## src/rtl/core/wsbtd_isqrt.sv

```systemverilog
// Bit-serial integer square root, two radicand bits per cycle.
`default_nettype none
module wsbtd_isqrt (
  input  wire logic        clk,
  input  wire logic        rst,
  input  wire logic        start,
  input  wire logic [63:0] radicand,
  output logic             done,
  output logic [31:0]      root
);

  logic [63:0] rem;
  logic [63:0] res;
  logic [63:0] bitm;
  logic        busy;
  logic [63:0] trial;

  assign trial = res + bitm;
  assign root  = res[31:0];

  always_ff @(posedge clk) begin
    if (rst) begin
      busy <= 1'b0;
      done <= 1'b0;
    end else begin
      done <= 1'b0;
      if (start) begin
        busy <= 1'b1;
        rem  <= radicand;
        res  <= '0;
        bitm <= 64'h4000_0000_0000_0000;
      end else if (busy) begin
        if (rem >= trial) begin
          rem <= rem - trial;
          res <= (res >> 1) + bitm;
        end else begin
          res <= res >> 1;
        end
        bitm <= bitm >> 2;
        if (bitm[0]) begin
          busy <= 1'b0;
          done <= 1'b1;
        end
      end
    end
  end

  assert property (@(posedge clk) disable iff (rst) done |-> !busy)
    else $error("root done while still busy");
  assert property (@(posedge clk) disable iff (rst) done |=> !done)
    else $error("root done held two cycles");
  assert property (@(posedge clk) disable iff (rst) start |=> busy)
    else $error("root did not start");

endmodule
`default_nettype wire

```

## config.mk

```make
export PLATFORM = sky130hd
export DESIGN_NAME = wsbtd_isqrt
export DESIGN_NICKNAME = d
export VERILOG_FILES = /design/src/rtl/core/wsbtd_isqrt.sv
export SDC_FILE = /design/constraint.sdc
export NUM_CORES = 1
export LEC_CHECK = 0
export BUFFER_PORTS_ARGS = -buffer_cell sky130_fd_sc_hd__buf_2
export CAP_MARGIN = 20
export CORE_MARGIN = 10
export CORE_UTILIZATION = 63
export DETAILED_ROUTE_END_ITERATION = 7
export PLACE_DENSITY = 0.92
export REMOVE_ABC_BUFFERS = 1
export SYNTH_ARGS = -nofsm -noshare
export SYNTH_HDL_FRONTEND = slang
export SYNTH_SLANG_ARGS = --single-unit
```

## constraint.sdc

```tcl
create_clock -name clk -period 17.4 [get_ports clk]
set_clock_uncertainty 0.15 [all_clocks]
set_input_delay 5.22 -clock clk [delete_from_list [all_inputs] [get_ports clk]]
set_output_delay 5.22 -clock clk [all_outputs]
set_load 0.005 [all_outputs]
```

# Word level (Yosys, flattened, before mapping)
# Index checks and enable logic that the tools add are counted.
[word_totals] out_inout_bits=33 ff_bits=162 wordCells=26
[op_classes] addsub=3 reduce_logical=5 bitwise_logic=2 order_cmp=1 muxes=10
[op_table] operator="64-bit 2-to-1 mux" n=5
[op_table] operator="63-bit by 63-bit adder with 64-bit output" n=1
[op_table] operator="64-bit by 63-bit adder with 64-bit output" n=1
[op_table] operator="64-bit greater-or-equal comparator" n=1
[op_table] operator="64-bit subtractor" n=1
[op_table] operator="63-bit 2-to-1 mux" n=1
[op_table] operator="1-bit 2-to-1 mux" n=4
[op_table] operator="2-bit nonzero test" n=2
[op_table] operator="3-bit AND reduction" n=1
[op_table] operator="3-bit OR reduction" n=1
[op_table] operator="1-bit NOT" n=2
[op_table] operator="2-bit AND reduction" n=1

# Logic depth before layout (Yosys ltp)
# Gate-level depths: netlist of run 1.
[depth] ltp_word=5 depth_mapped=25 depth_no_buf=21

# Least setup slack after synthesis of run 1
# OpenSTA, ideal clock, no wires.
[synth_path] kind="in2reg" from="input port start" to="register rem[0], enable pin" cell_stages=5 t_arrival_ns=14.761 n_path_buf=2 required_ns=16.667 setup_slack_ns=1.906 cell_sequence="clkbuf_1 > buf_1 > nor2_1 > nor2_1 > a21boi_0"
[synth_between] elab_chain_len=2
[synth_lines] item="start, declared" line_no="6" source="input wire logic start,"
[synth_lines] item="2-bit nonzero test (no source line)"
[synth_lines] item="3-bit AND reduction (no source line) *"
[synth_lines] item="end signal, assigned" line_no="29" source="rem <= radicand;"
[synth_lines] item="end signal, assigned" line_no="34" source="rem <= rem - trial;"
[synth_lines] item="end, declared" line_no="12" source="logic [63:0] rem;"
# Every way passes the cells marked *; elsewhere a longest branch is shown, timed or not.
# A chain may end at the register's enable or synchronous reset.

# Worst setup path in the final report of run 1
[layout_path] from="register res[2]" to="register rem[61], enable pin"
[layout_between] elab_chain_len=4
[layout_lines] item="start, declared" line_no="13" source="logic [63:0] res;"
[layout_lines] item="start signal, assigned" line_no="35" source="res <= (res >> 1) + bitm;"
[layout_lines] item="start signal, assigned" line_no="37" source="res <= res >> 1;"
[layout_lines] item="64-bit by 63-bit adder with 64-bit output" line_no="18" source="assign trial = res + bitm;"
[layout_lines] item="64-bit greater-or-equal comparator" line_no="33" source="if (rem >= trial) begin"
[layout_lines] item="2-bit nonzero test (no source line)"
[layout_lines] item="3-bit AND reduction (no source line)"
# Every way passes these cells.

==> results of run 1 <==
## sequential cells by signal, indices dropped and copies added, names as in the netlist
name and cells:
rem 64, bitm 32, res 64, busy 1, done 1
## Yosys cell counts, types with 6 or more instances
cell | instances | share of area, %
nor2_1 | 170 | 4.0
o31ai_1 | 11 | 0.52
nand4_1 | 48 | 1.9
o21a_1 | 23 | 1.1
o21bai_1 | 48 | 2.3
o21ai_0 | 156 | 4.9
nand3_1 | 39 | 1.2
a31o_2 | 10 | 0.55
buf_4 | 34 | 1.6
clkbuf_1 | 68 | 1.6
xor2_1 | 90 | 4.9
a211oi_1 | 23 | 1.1
and4_1 | 9 | 0.49
o211ai_1 | 12 | 0.56
buf_2 | 7 | 0.22
o31a_1 | 6 | 0.33
nor2b_1 | 47 | 1.8
inv_1 | 39 | 0.92
o22ai_1 | 7 | 0.27
edfxtp_1 | 160 | 30
a211oi_2 | 19 | 1.5
nand2b_1 | 15 | 0.59
and2_1 | 17 | 0.67
a21o_1 | 45 | 2.1
xnor2_1 | 69 | 3.8
nand2_1 | 206 | 4.8
a21boi_0 | 8 | 0.38
a31oi_1 | 59 | 2.3
a311oi_1 | 8 | 0.44
a21oi_1 | 118 | 3.7
ha_1 | 130 | 10
nor4_1 | 10 | 0.39
and3_1 | 13 | 0.51
nor3_1 | 42 | 1.3
or3_1 | 18 | 0.71
## worst max-delay path: cells and delay by family (launching register included)
kind / cells / cell delay, ns
compound gates: 9 / 2.61
flops: 1 / 0.49
xor+xnor: 1 / 0.17
simple gates: 5 / 1.13
fa+ha+maj: 2 / 0.88
buf+inv: 3 / 1.34
## layout make-up
type	instances	area, um2
multi-input cells	1570	10400
repair buffers	109	577
inverters	40	150
well taps	330	413
flip-flops and latches	162	4840
clock buffers	17	425
clock inverters	15	188
fillers	2022	8050
## routing by layer
metal	global-route usage, %	vias to the layer above	part of all wire (%)
li1	-	7084	-
met1	32.4	7062	39
met2	48.2	795	48
met3	3.92	162	7.8
met4	14.9	0	5.1
met5	0	-	0
## kinds of logic after synthesis
family	share of synthesized area, %
and+or+nand+nor	19.6
AOI/OAI and AO/OA	26.0
DFF	30.4
xor gates and xnor gates	8.73
buffers and inverters	4.69
adders and majority gates	10.3
muxes	0.345
## worst min-delay path by stage
stage | end | slack, ns | cells past startpoint
CTS | done | 0.36 | 1
finish | done | 0.36 | 1
floorplan | done | 0.31 | 1
global route | done | 0.36 | 1
detailed placement | done | 0.35 | 1
global placement | done | 0.33 | 1
## power by group through the flow
stage	sequential [mW]	clock, mW	combinational (mW)
3_3_place_gp	0.547	0	0.756
3_5_place_dp	0.548	0	0.779
6_report	0.542	0.404	0.803
5_1_grt	0.545	0.417	0.882
4_1_cts	0.540	0.406	0.787
2_1_floorplan	0.534	0	0.592
## metrics by stage
| step | worst slack [ns] | instance area (um2) | hold WS, ns | utilization, % | power [mW] |
|---|---|---|---|---|---|
| after detailed placement | 9.75 | 16400 | 0.347 | 65.4 | 1.33 |
| after global routing | 9.78 | 17000 | 0.361 | 67.8 | 1.84 |
| after CTS | 10.22 | 17000 | 0.357 | 67.8 | 1.73 |
| after global placement | 9.87 | 16400 | 0.335 | 65.4 | 1.30 |
| after floorplan | 2.45 | 15400 | 0.310 | - | 1.13 |
| final | 10.12 | 17000 | 0.356 | 67.8 | 1.75 |
==> results.yml, run 1 <==
status:
  status: "finished clean"
floorplan:
  placementRows: 58
  die_w_um: 179
  die_area_mm2: 0.0321
  start_util_pct: 63.7
  fp.dieH_um: 179
  ioPinCount: 100
  coreArea_mm2: 0.0250
critical_path:
  crit_path_top_delay_cell: "buf_4"
  crit_path_end: "rem[61]"
  start_kind: "flop"
  r2r.worst_path.cells: 20
  critical_path_arrival_ns: 7.20
  crit_top_cell: "buf_4"
  worst-path-max-fanout: 64
  path_cells: "ha_1, a31o_2, a31oi_1, nor4b_1, o21ai_0, a21oi_1, o211ai_1, a21oi_1, o21ai_0, xor2_1, ha_1, nand2_1, nor3_1, nand4_1, a2111oi_4, buf_4, nor2_2, buf_4, a21boi_4, buf_4"
  rr_endpoint: "rem[61]"
  crit-reg2reg-launch: "res[2]"
  cp_data_required_time_ns: 17.31
  crit_type: "flop to flop"
  cp-end-kind: "flop"
  critPathLaunch: "res[2]"
  r2r_slack_ns: 10.12
  cp_slowest_stage_delay_ns: 0.68
logic_synthesis:
  netlist_area_mm2: 0.0160
  async_flop_share_pct: 0
  ys_seq_area_share_pct: 30.4
  synthCells: 1887
  synth-seq-cells: 162
  ys_warn_count: 0
  synth_edf_count: 160
  synthFlopType: "edfxtp_1"
  synth.distinct_cells: 83
  avgSynthCellArea_um2: 8.46
timing:
  grt_setup_unrepaired: "false"
  tns_ns: 0
  worstMarginPinSlew_ns: 0.942
  fmax_mhz: 137
  finalSetupViolCount: 0
  hold_viol: 0
  fin_crit_ns: 7.28
  post-route-period-util_pct: 41.9
  slew_viol_final: 0
  relSlewSlack_pct: 37.2
place:
  numPortBuffers: 99
  place_inst: 2211
  gp_congestion: 0.972
  dp_hpwl_mm: 33.6
drt:
  antenna_left: 0
  via_count: 15103
  drt_first_pass_iters: 6
  wl_mm: 45.7
  route.detailed.drc: 0
  viasPerCell: 6.73
  post_drt_wl_per_cell_um: 20.4
  drt-initial-drc-count: 1408
power_and_ir_drop:
  pwr-share-clk_pct: 23.1
  p_leak_nw: 6.50
  seqPwrFrac_pct: 31.0
  switching_share_pct: 42.2
  power.internal_mw: 1.01
  ir_drop_uv: 65.1
  power_density_mw_per_mm2: 103
  combPwrFrac_pct: 45.9
  p_switching_mw: 0.738
hold_path:
  hold_path_class: "flop to flop"
  min_from: "busy"
global_routing:
  grt_overflow: 0
  grt_start_max_net_pins: 95
  grt_pass1_wl_mm: 72.2
  grt_usage_pct: 27.7
  grt_pass1_vias: 14473
  antenna_found_initial: 0
layout:
  insertedDiodeCount: 0
  layout_commonest_cell: "nand2_1"
  finish.net_count: 2098
  layoutNonFillerInstCount: 2243
  syn2layout_area_growth_pct: 6.41
  final_cell_mix: "206 x nand2_1, 169 x nor2_1, 160 x edfxtp_1"
  layout-drive-gt1-share_pct: 10.1
cts:
  cts_hold_buf: 0
  clk_root_buffer_cell: "clkbuf_16"
  cts_resized: 0
  clk_pin_slew_ns: 0.07
  clock_latency_ns: 0.45
  cts_tree: "built"
  cts_buffers: 17
  htreeDepth: 4
  cts_setup_buffers: 0
  cts_sinks: 162
  cts_max_path_buffers: 2
job:
  drv_cap: 0
Note: power is estimated with default switching activity, not from simulation.
==> run 2, diff against run 1 <==
==> constraint.sdc (replaced) <==
create_clock -name clk -period 7.61 [get_ports clk]
set_clock_uncertainty 0.15 [all_clocks]
set_input_delay 2.283 -clock clk [delete_from_list [all_inputs] [get_ports clk]]
set_output_delay 2.283 -clock clk [all_outputs]
set_load 0.005 [all_outputs]
==> run 2 against run 1 <==
Critical path depth is 1 higher. Worst setup slack worse by 9.4 ns. Power increased by 130%. Sequential cell count did not move. Cell count unchanged. Sequential share of layout area rose by 0.059 points. Clock-buffer cell count unchanged. Critical path type unchanged. Highest routed layer unchanged. Via count fell by 0.35%. Cell area is 0.21% lower. Critical endpoint is now res[6]. Sequential power rose by 130%. Register-to-register slack worse by 9.4 ns.
==> results.yml, run 2 (synthesis gave the netlist of run 1 again) <==
timing:
  fin_crit_ns: 6.92
  worstMarginPinSlew_ns: 0.923
  finalSetupViolCount: 0
  relSlewSlack_pct: 38.1
  slew_viol_final: 0
  tns_ns: 0
  post-route-period-util_pct: 91.0
  hold_viol: 0
  fmax_mhz: 144
  grt_setup_unrepaired: "false"
power_and_ir_drop:
  power_density_mw_per_mm2: 234
  p_leak_nw: 6.48
  power_mw: 3.96
  ir_drop_uv: 118
global_routing:
  grt_overflow: 0
  grt_pass1_wl_mm: 74.7
  antenna_found_initial: 0
  grt_start_max_net_pins: 78
  grt_usage_pct: 28.8
  grt_pass1_vias: 14695
cts:
  cts_resized: 0
  htreeDepth: 4
  cts_buffers: 17
  cts_max_path_buffers: 2
  clk_root_buffer_cell: "clkbuf_16"
  cts_hold_buf: 0
  clk_pin_slew_ns: 0.08
  cts_sinks: 162
  cts_tree: "built"
  clock_latency_ns: 0.44
  cts_setup_buffers: 0
place:
  place_inst: 2211
  dp_hpwl_mm: 35.1
  placed_area_mm2: 0.0164
  gp_congestion: 0.979
  numPortBuffers: 99
floorplan:
  placementRows: 58
  die_area_mm2: 0.0321
  ioPinCount: 100
  fp.dieH_um: 179
  die_w_um: 179
  coreArea_mm2: 0.0250
  start_util_pct: 63.7
layout:
  layout_commonest_cell: "nand2_1"
  syn2layout_area_growth_pct: 6.19
  stdcell_area_mm2: 0.0169
  layout-drive-gt1-share_pct: 10.1
  largestRegisters: "rem: 64 flops, res: 64 flops, bitm: 32 flops"
  layoutNonFillerInstCount: 2243
  insertedDiodeCount: 0
  final_cell_mix: "206 x nand2_1, 169 x nor2_1, 160 x edfxtp_1"
  fill_cells: 2074
  finish.net_count: 2098
critical_path:
  crit_top_cell: "a21oi_1"
  crit_type: "flop to flop"
  critical_path_arrival_ns: 6.93
  cp_slowest_stage_delay_ns: 0.63
  cp_data_required_time_ns: 7.62
  cp-end-kind: "flop"
  worst-path-max-fanout: 33
  crit_path_top_delay_cell: "or2_2"
  path_cells: "ha_1, a31o_2, a31oi_1, nor4b_1, o21ai_0, a21oi_1, o211ai_1, o31ai_1, a21boi_0, xor2_1, ha_1, a21oi_1, o21bai_1, a21oi_1, o21ai_0, a221o_1, a221o_1, or2_2, buf_4, nor2_1, a211oi_2"
  start_kind: "flop"
drt:
  drt_first_pass_iters: 6
  drt-initial-drc-count: 1738
  wl_mm: 46.7
  route.detailed.drc: 0
  viasPerCell: 6.71
  via_count: 15050
  post_drt_wl_per_cell_um: 20.8
  antenna_left: 0
hold_path:
  hold_path_class: "flop to flop"
status:
  status: "finished clean"
job:
  drv_cap: 0
==> run 2: final cells by class <==
class / count / area (um2) / share of cell area (%)
inverter: 40 / 150 / 0.886
clock inverter: 15 / 153 / 0.901
clock buffer: 17 / 425 / 2.51
timing repair buffer: 109 / 577 / 3.40
tap: 330 / 413 / 2.44
sequential: 162 / 4840 / 28.6
multi-input combinational: 1570 / 10400 / 61.3
==> run 2: power by group <==
part	total, mW	internal [mW]	switching (mW)
Clock	0.880	0.461	0.420
Sequential	1.24	1.13	0.108
Combinational	1.84	0.708	1.13
==> run 2: stage by stage <==
step	setup WS (ns)	hold WS (ns)	util (%)
3_3_place_gp	1.11	0.323	65.4
2_1_floorplan	-4.40	0.310	-
4_1_cts	0.857	0.352	67.7
3_5_place_dp	0.906	0.336	65.4
6_report	0.688	0.354	67.7
5_1_grt	0.242	0.353	67.7
==> run 2: metal layers <==
metal	global-route usage, %	vias up	part of all wire (%)
met1	34.4	7045	39
li1	-	7084	-
met5	0	-	0
met2	48.7	747	48
met3	4.40	174	7.7
met4	15.8	0	5.2
==> run 2: worst paths after layout <==
check,startpoint,end,slack [ns],cells after the start
worst max register to register,res[2],res[6],0.69,21
worst min register to register,busy,done,0.35,1
worst max-delay path,res[2],res[6],0.69,21
worst min-delay path,busy,done,0.35,1
==> run 2: worst max-delay path: cells and delay by family (launching register included) <==
family          cells  cell delay (ns)
compound gates     14             3.29
simple gates        3             1.31
fa+ha+maj           2             0.83
flops               1             0.49
buf+inv             1             0.36
xor+xnor            1             0.19
==> run 3, diff against run 2 <==
--- a/config.mk
+++ b/config.mk
@@ -8,9 +8,9 @@
 export BUFFER_PORTS_ARGS = -buffer_cell sky130_fd_sc_hd__buf_2
 export CAP_MARGIN = 20
 export CORE_MARGIN = 10
-export CORE_UTILIZATION = 63
+export CORE_UTILIZATION = 30
 export DETAILED_ROUTE_END_ITERATION = 7
-export PLACE_DENSITY = 0.92
+export PLACE_DENSITY = 0.55
 export REMOVE_ABC_BUFFERS = 1
 export SYNTH_ARGS = -nofsm -noshare
 export SYNTH_HDL_FRONTEND = slang
==> run 3 against run 2 <==
Sequential share of layout area shrank 0.81 points. Global-route usage shrank 13 points. Largest power group unchanged. Worst setup slack gained 0.16 ns. Highest routed layer unchanged. Power grew 0.63%. Register-to-register slack gained 0.16 ns. First-iteration DRC count shrank 36%. Worst hold slack lost 0.013 ns. Combinational power is essentially flat. Cell area grew 2.9%. Critical path depth is the same. Critical endpoint is now res[55]. Die area grew 96%. Core utilization shrank 35 points. Critical path type unchanged.
==> results.yml, run 3 (synthesis gave the netlist of run 1 again) <==
global_routing:
  grt_pass1_vias: 14313
  antenna_found_initial: 0
  grt_pass1_wl_mm: 79.6
  grt_overflow: 0
  grt_usage_pct: 15.7
  grt_start_max_net_pins: 80
cts:
  clock_latency_ns: 0.48
  cts_max_path_buffers: 2
  cts_tree: "built"
  cts_sinks: 162
  clk_root_buffer_cell: "clkbuf_16"
  cts_setup_buffers: 0
  htreeDepth: 4
  cts_buffers: 17
  clk_pin_slew_ns: 0.07
  cts_hold_buf: 0
  cts_resized: 0
power_and_ir_drop:
  p_leak_nw: 6.50
  ir_drop_uv: 177
  power_density_mw_per_mm2: 228
place:
  dp_hpwl_mm: 38.9
  numPortBuffers: 99
  placed_area_mm2: 0.0169
  gp_congestion: 0.885
  place_inst: 2571
timing:
  post-route-period-util_pct: 88.9
  fin_crit_ns: 6.76
  worstMarginPinSlew_ns: 0.867
  fmax_mhz: 148
  finalSetupViolCount: 0
  hold_viol: 0
  relSlewSlack_pct: 41.8
  grt_setup_unrepaired: "false"
  slew_viol_final: 0
drt:
  post_drt_wl_per_cell_um: 19.4
  viasPerCell: 5.58
  drt-initial-drc-count: 1106
  route.detailed.drc: 0
  drt_first_pass_iters: 5
  wl_mm: 50.6
  via_count: 14527
  antenna_left: 0
hold_path:
  hold_path_class: "flop to flop"
  min_from: "busy"
  worstHoldEndpoint: "done"
  hold_path_depth: 1
critical_path:
  cp_data_required_time_ns: 7.80
  critical_path_arrival_ns: 6.95
  cp-end-kind: "flop"
  worst-path-max-fanout: 38
  crit_type: "flop to flop"
  rr_endpoint: "res[55]"
  start_kind: "flop"
  cp_slowest_stage_delay_ns: 0.51
  r2r_slack_ns: 0.85
  path_cells: "ha_1, a31o_2, a31oi_1, nor4b_1, o21ai_0, a21oi_1, o211ai_1, o31ai_1, a21boi_0, xor2_1, ha_1, a21oi_1, o21bai_1, a21oi_1, o21ai_0, a221o_1, a221o_1, or2_2, buf_12, a211oi_1, a31o_2"
  crit_path_top_delay_cell: "or2_2"
  crit_top_cell: "a21oi_1"
  crit-reg2reg-launch: "res[2]"
  r2r.worst_path.cells: 21
layout:
  layout-drive-gt1-share_pct: 10.1
  syn2layout_area_growth_pct: 9.28
  stdcell_area_mm2: 0.0174
  multi_input_area_mm2: 0.0104
  fill_cells: 5561
  insertedDiodeCount: 0
  finish.net_count: 2100
  utilization_pct: 33.1
  register_area_mm2: 0.00484
  layoutNonFillerInstCount: 2603
  final_cell_mix: "206 x nand2_1, 169 x nor2_1, 160 x edfxtp_1"
  layout_commonest_cell: "nand2_1"
  largestRegisters: "rem: 64 flops, res: 64 flops, bitm: 32 flops"
floorplan:
  ioPinCount: 100
  placementRows: 84
  start_util_pct: 30.3
  die_w_um: 251
  die_area_mm2: 0.0628
  coreArea_mm2: 0.0527
  fp.dieH_um: 251
status:
  status: "finished clean"
job:
  drv_cap: 0
[run 3: final cells by class]
class                           count  area share (%)
Tap cell                          688            4.94
Clock inverter                     14           0.882
Inverter                           40           0.861
Clock buffer                       18            2.46
Multi-Input combinational cell   1570            59.5
Sequential cell                   162            27.8
Timing Repair Buffer              111            3.54
[run 3: metrics by stage]
step | hold WS (ns) | setup WS [ns] | setup TNS, ns | power [mW]
floorplan | 0.310 | -4.40 | -281.90 | 2.57
global placement | 0.322 | 1.04 | 0 | 3.07
detailed placement | 0.336 | 0.941 | 0 | 3.09
CTS | 0.349 | 0.913 | 0 | 4.01
global route | 0.363 | 0.479 | 0 | 4.27
finish | 0.340 | 0.847 | 0 | 3.99
[run 3: how the worst max path moves through the flow]
stage / startpoint / to / slack (ns) / depth (start not counted)
final: res[2] / res[55] / 0.85 / 21
after global routing: res[8] / res[55] / 0.48 / 21
after CTS: res[8] / res[60] / 0.91 / 21
after detailed placement: res[8] / res[60] / 0.94 / 21
after global placement: res[22] / res[60] / 1.04 / 21
after floorplan: start / rem[0] / -4.40 / 3
[run 3: worst max-delay path, delay by kind of cell (launching register included)]
kind                       cells  cell delay [ns]
xor gates and xnor gates       1             0.20
adders and majority gates      2             0.82
buffers and inverters          1             0.29
DFF                            1             0.49
AOI/OAI and AO/OA             15             3.66
and+or+nand+nor                2             1.00
[run 3: layer usage]
metal / part of all wire (%) / global-route usage (%) / vias to the layer above
met5: 0 / 0 / -
met4: 2.1 / 4.32 / 0
met3: 4.7 / 2.45 / 62
met2: 48 / 27.2 / 400
met1: 45 / 19.7 / 6989
li1: - / - / 7076
[run 3: power breakdown]
part	internal [mW]	switching, mW
sequential	1.13	0.107
clock	0.488	0.419
combinational	0.714	1.13
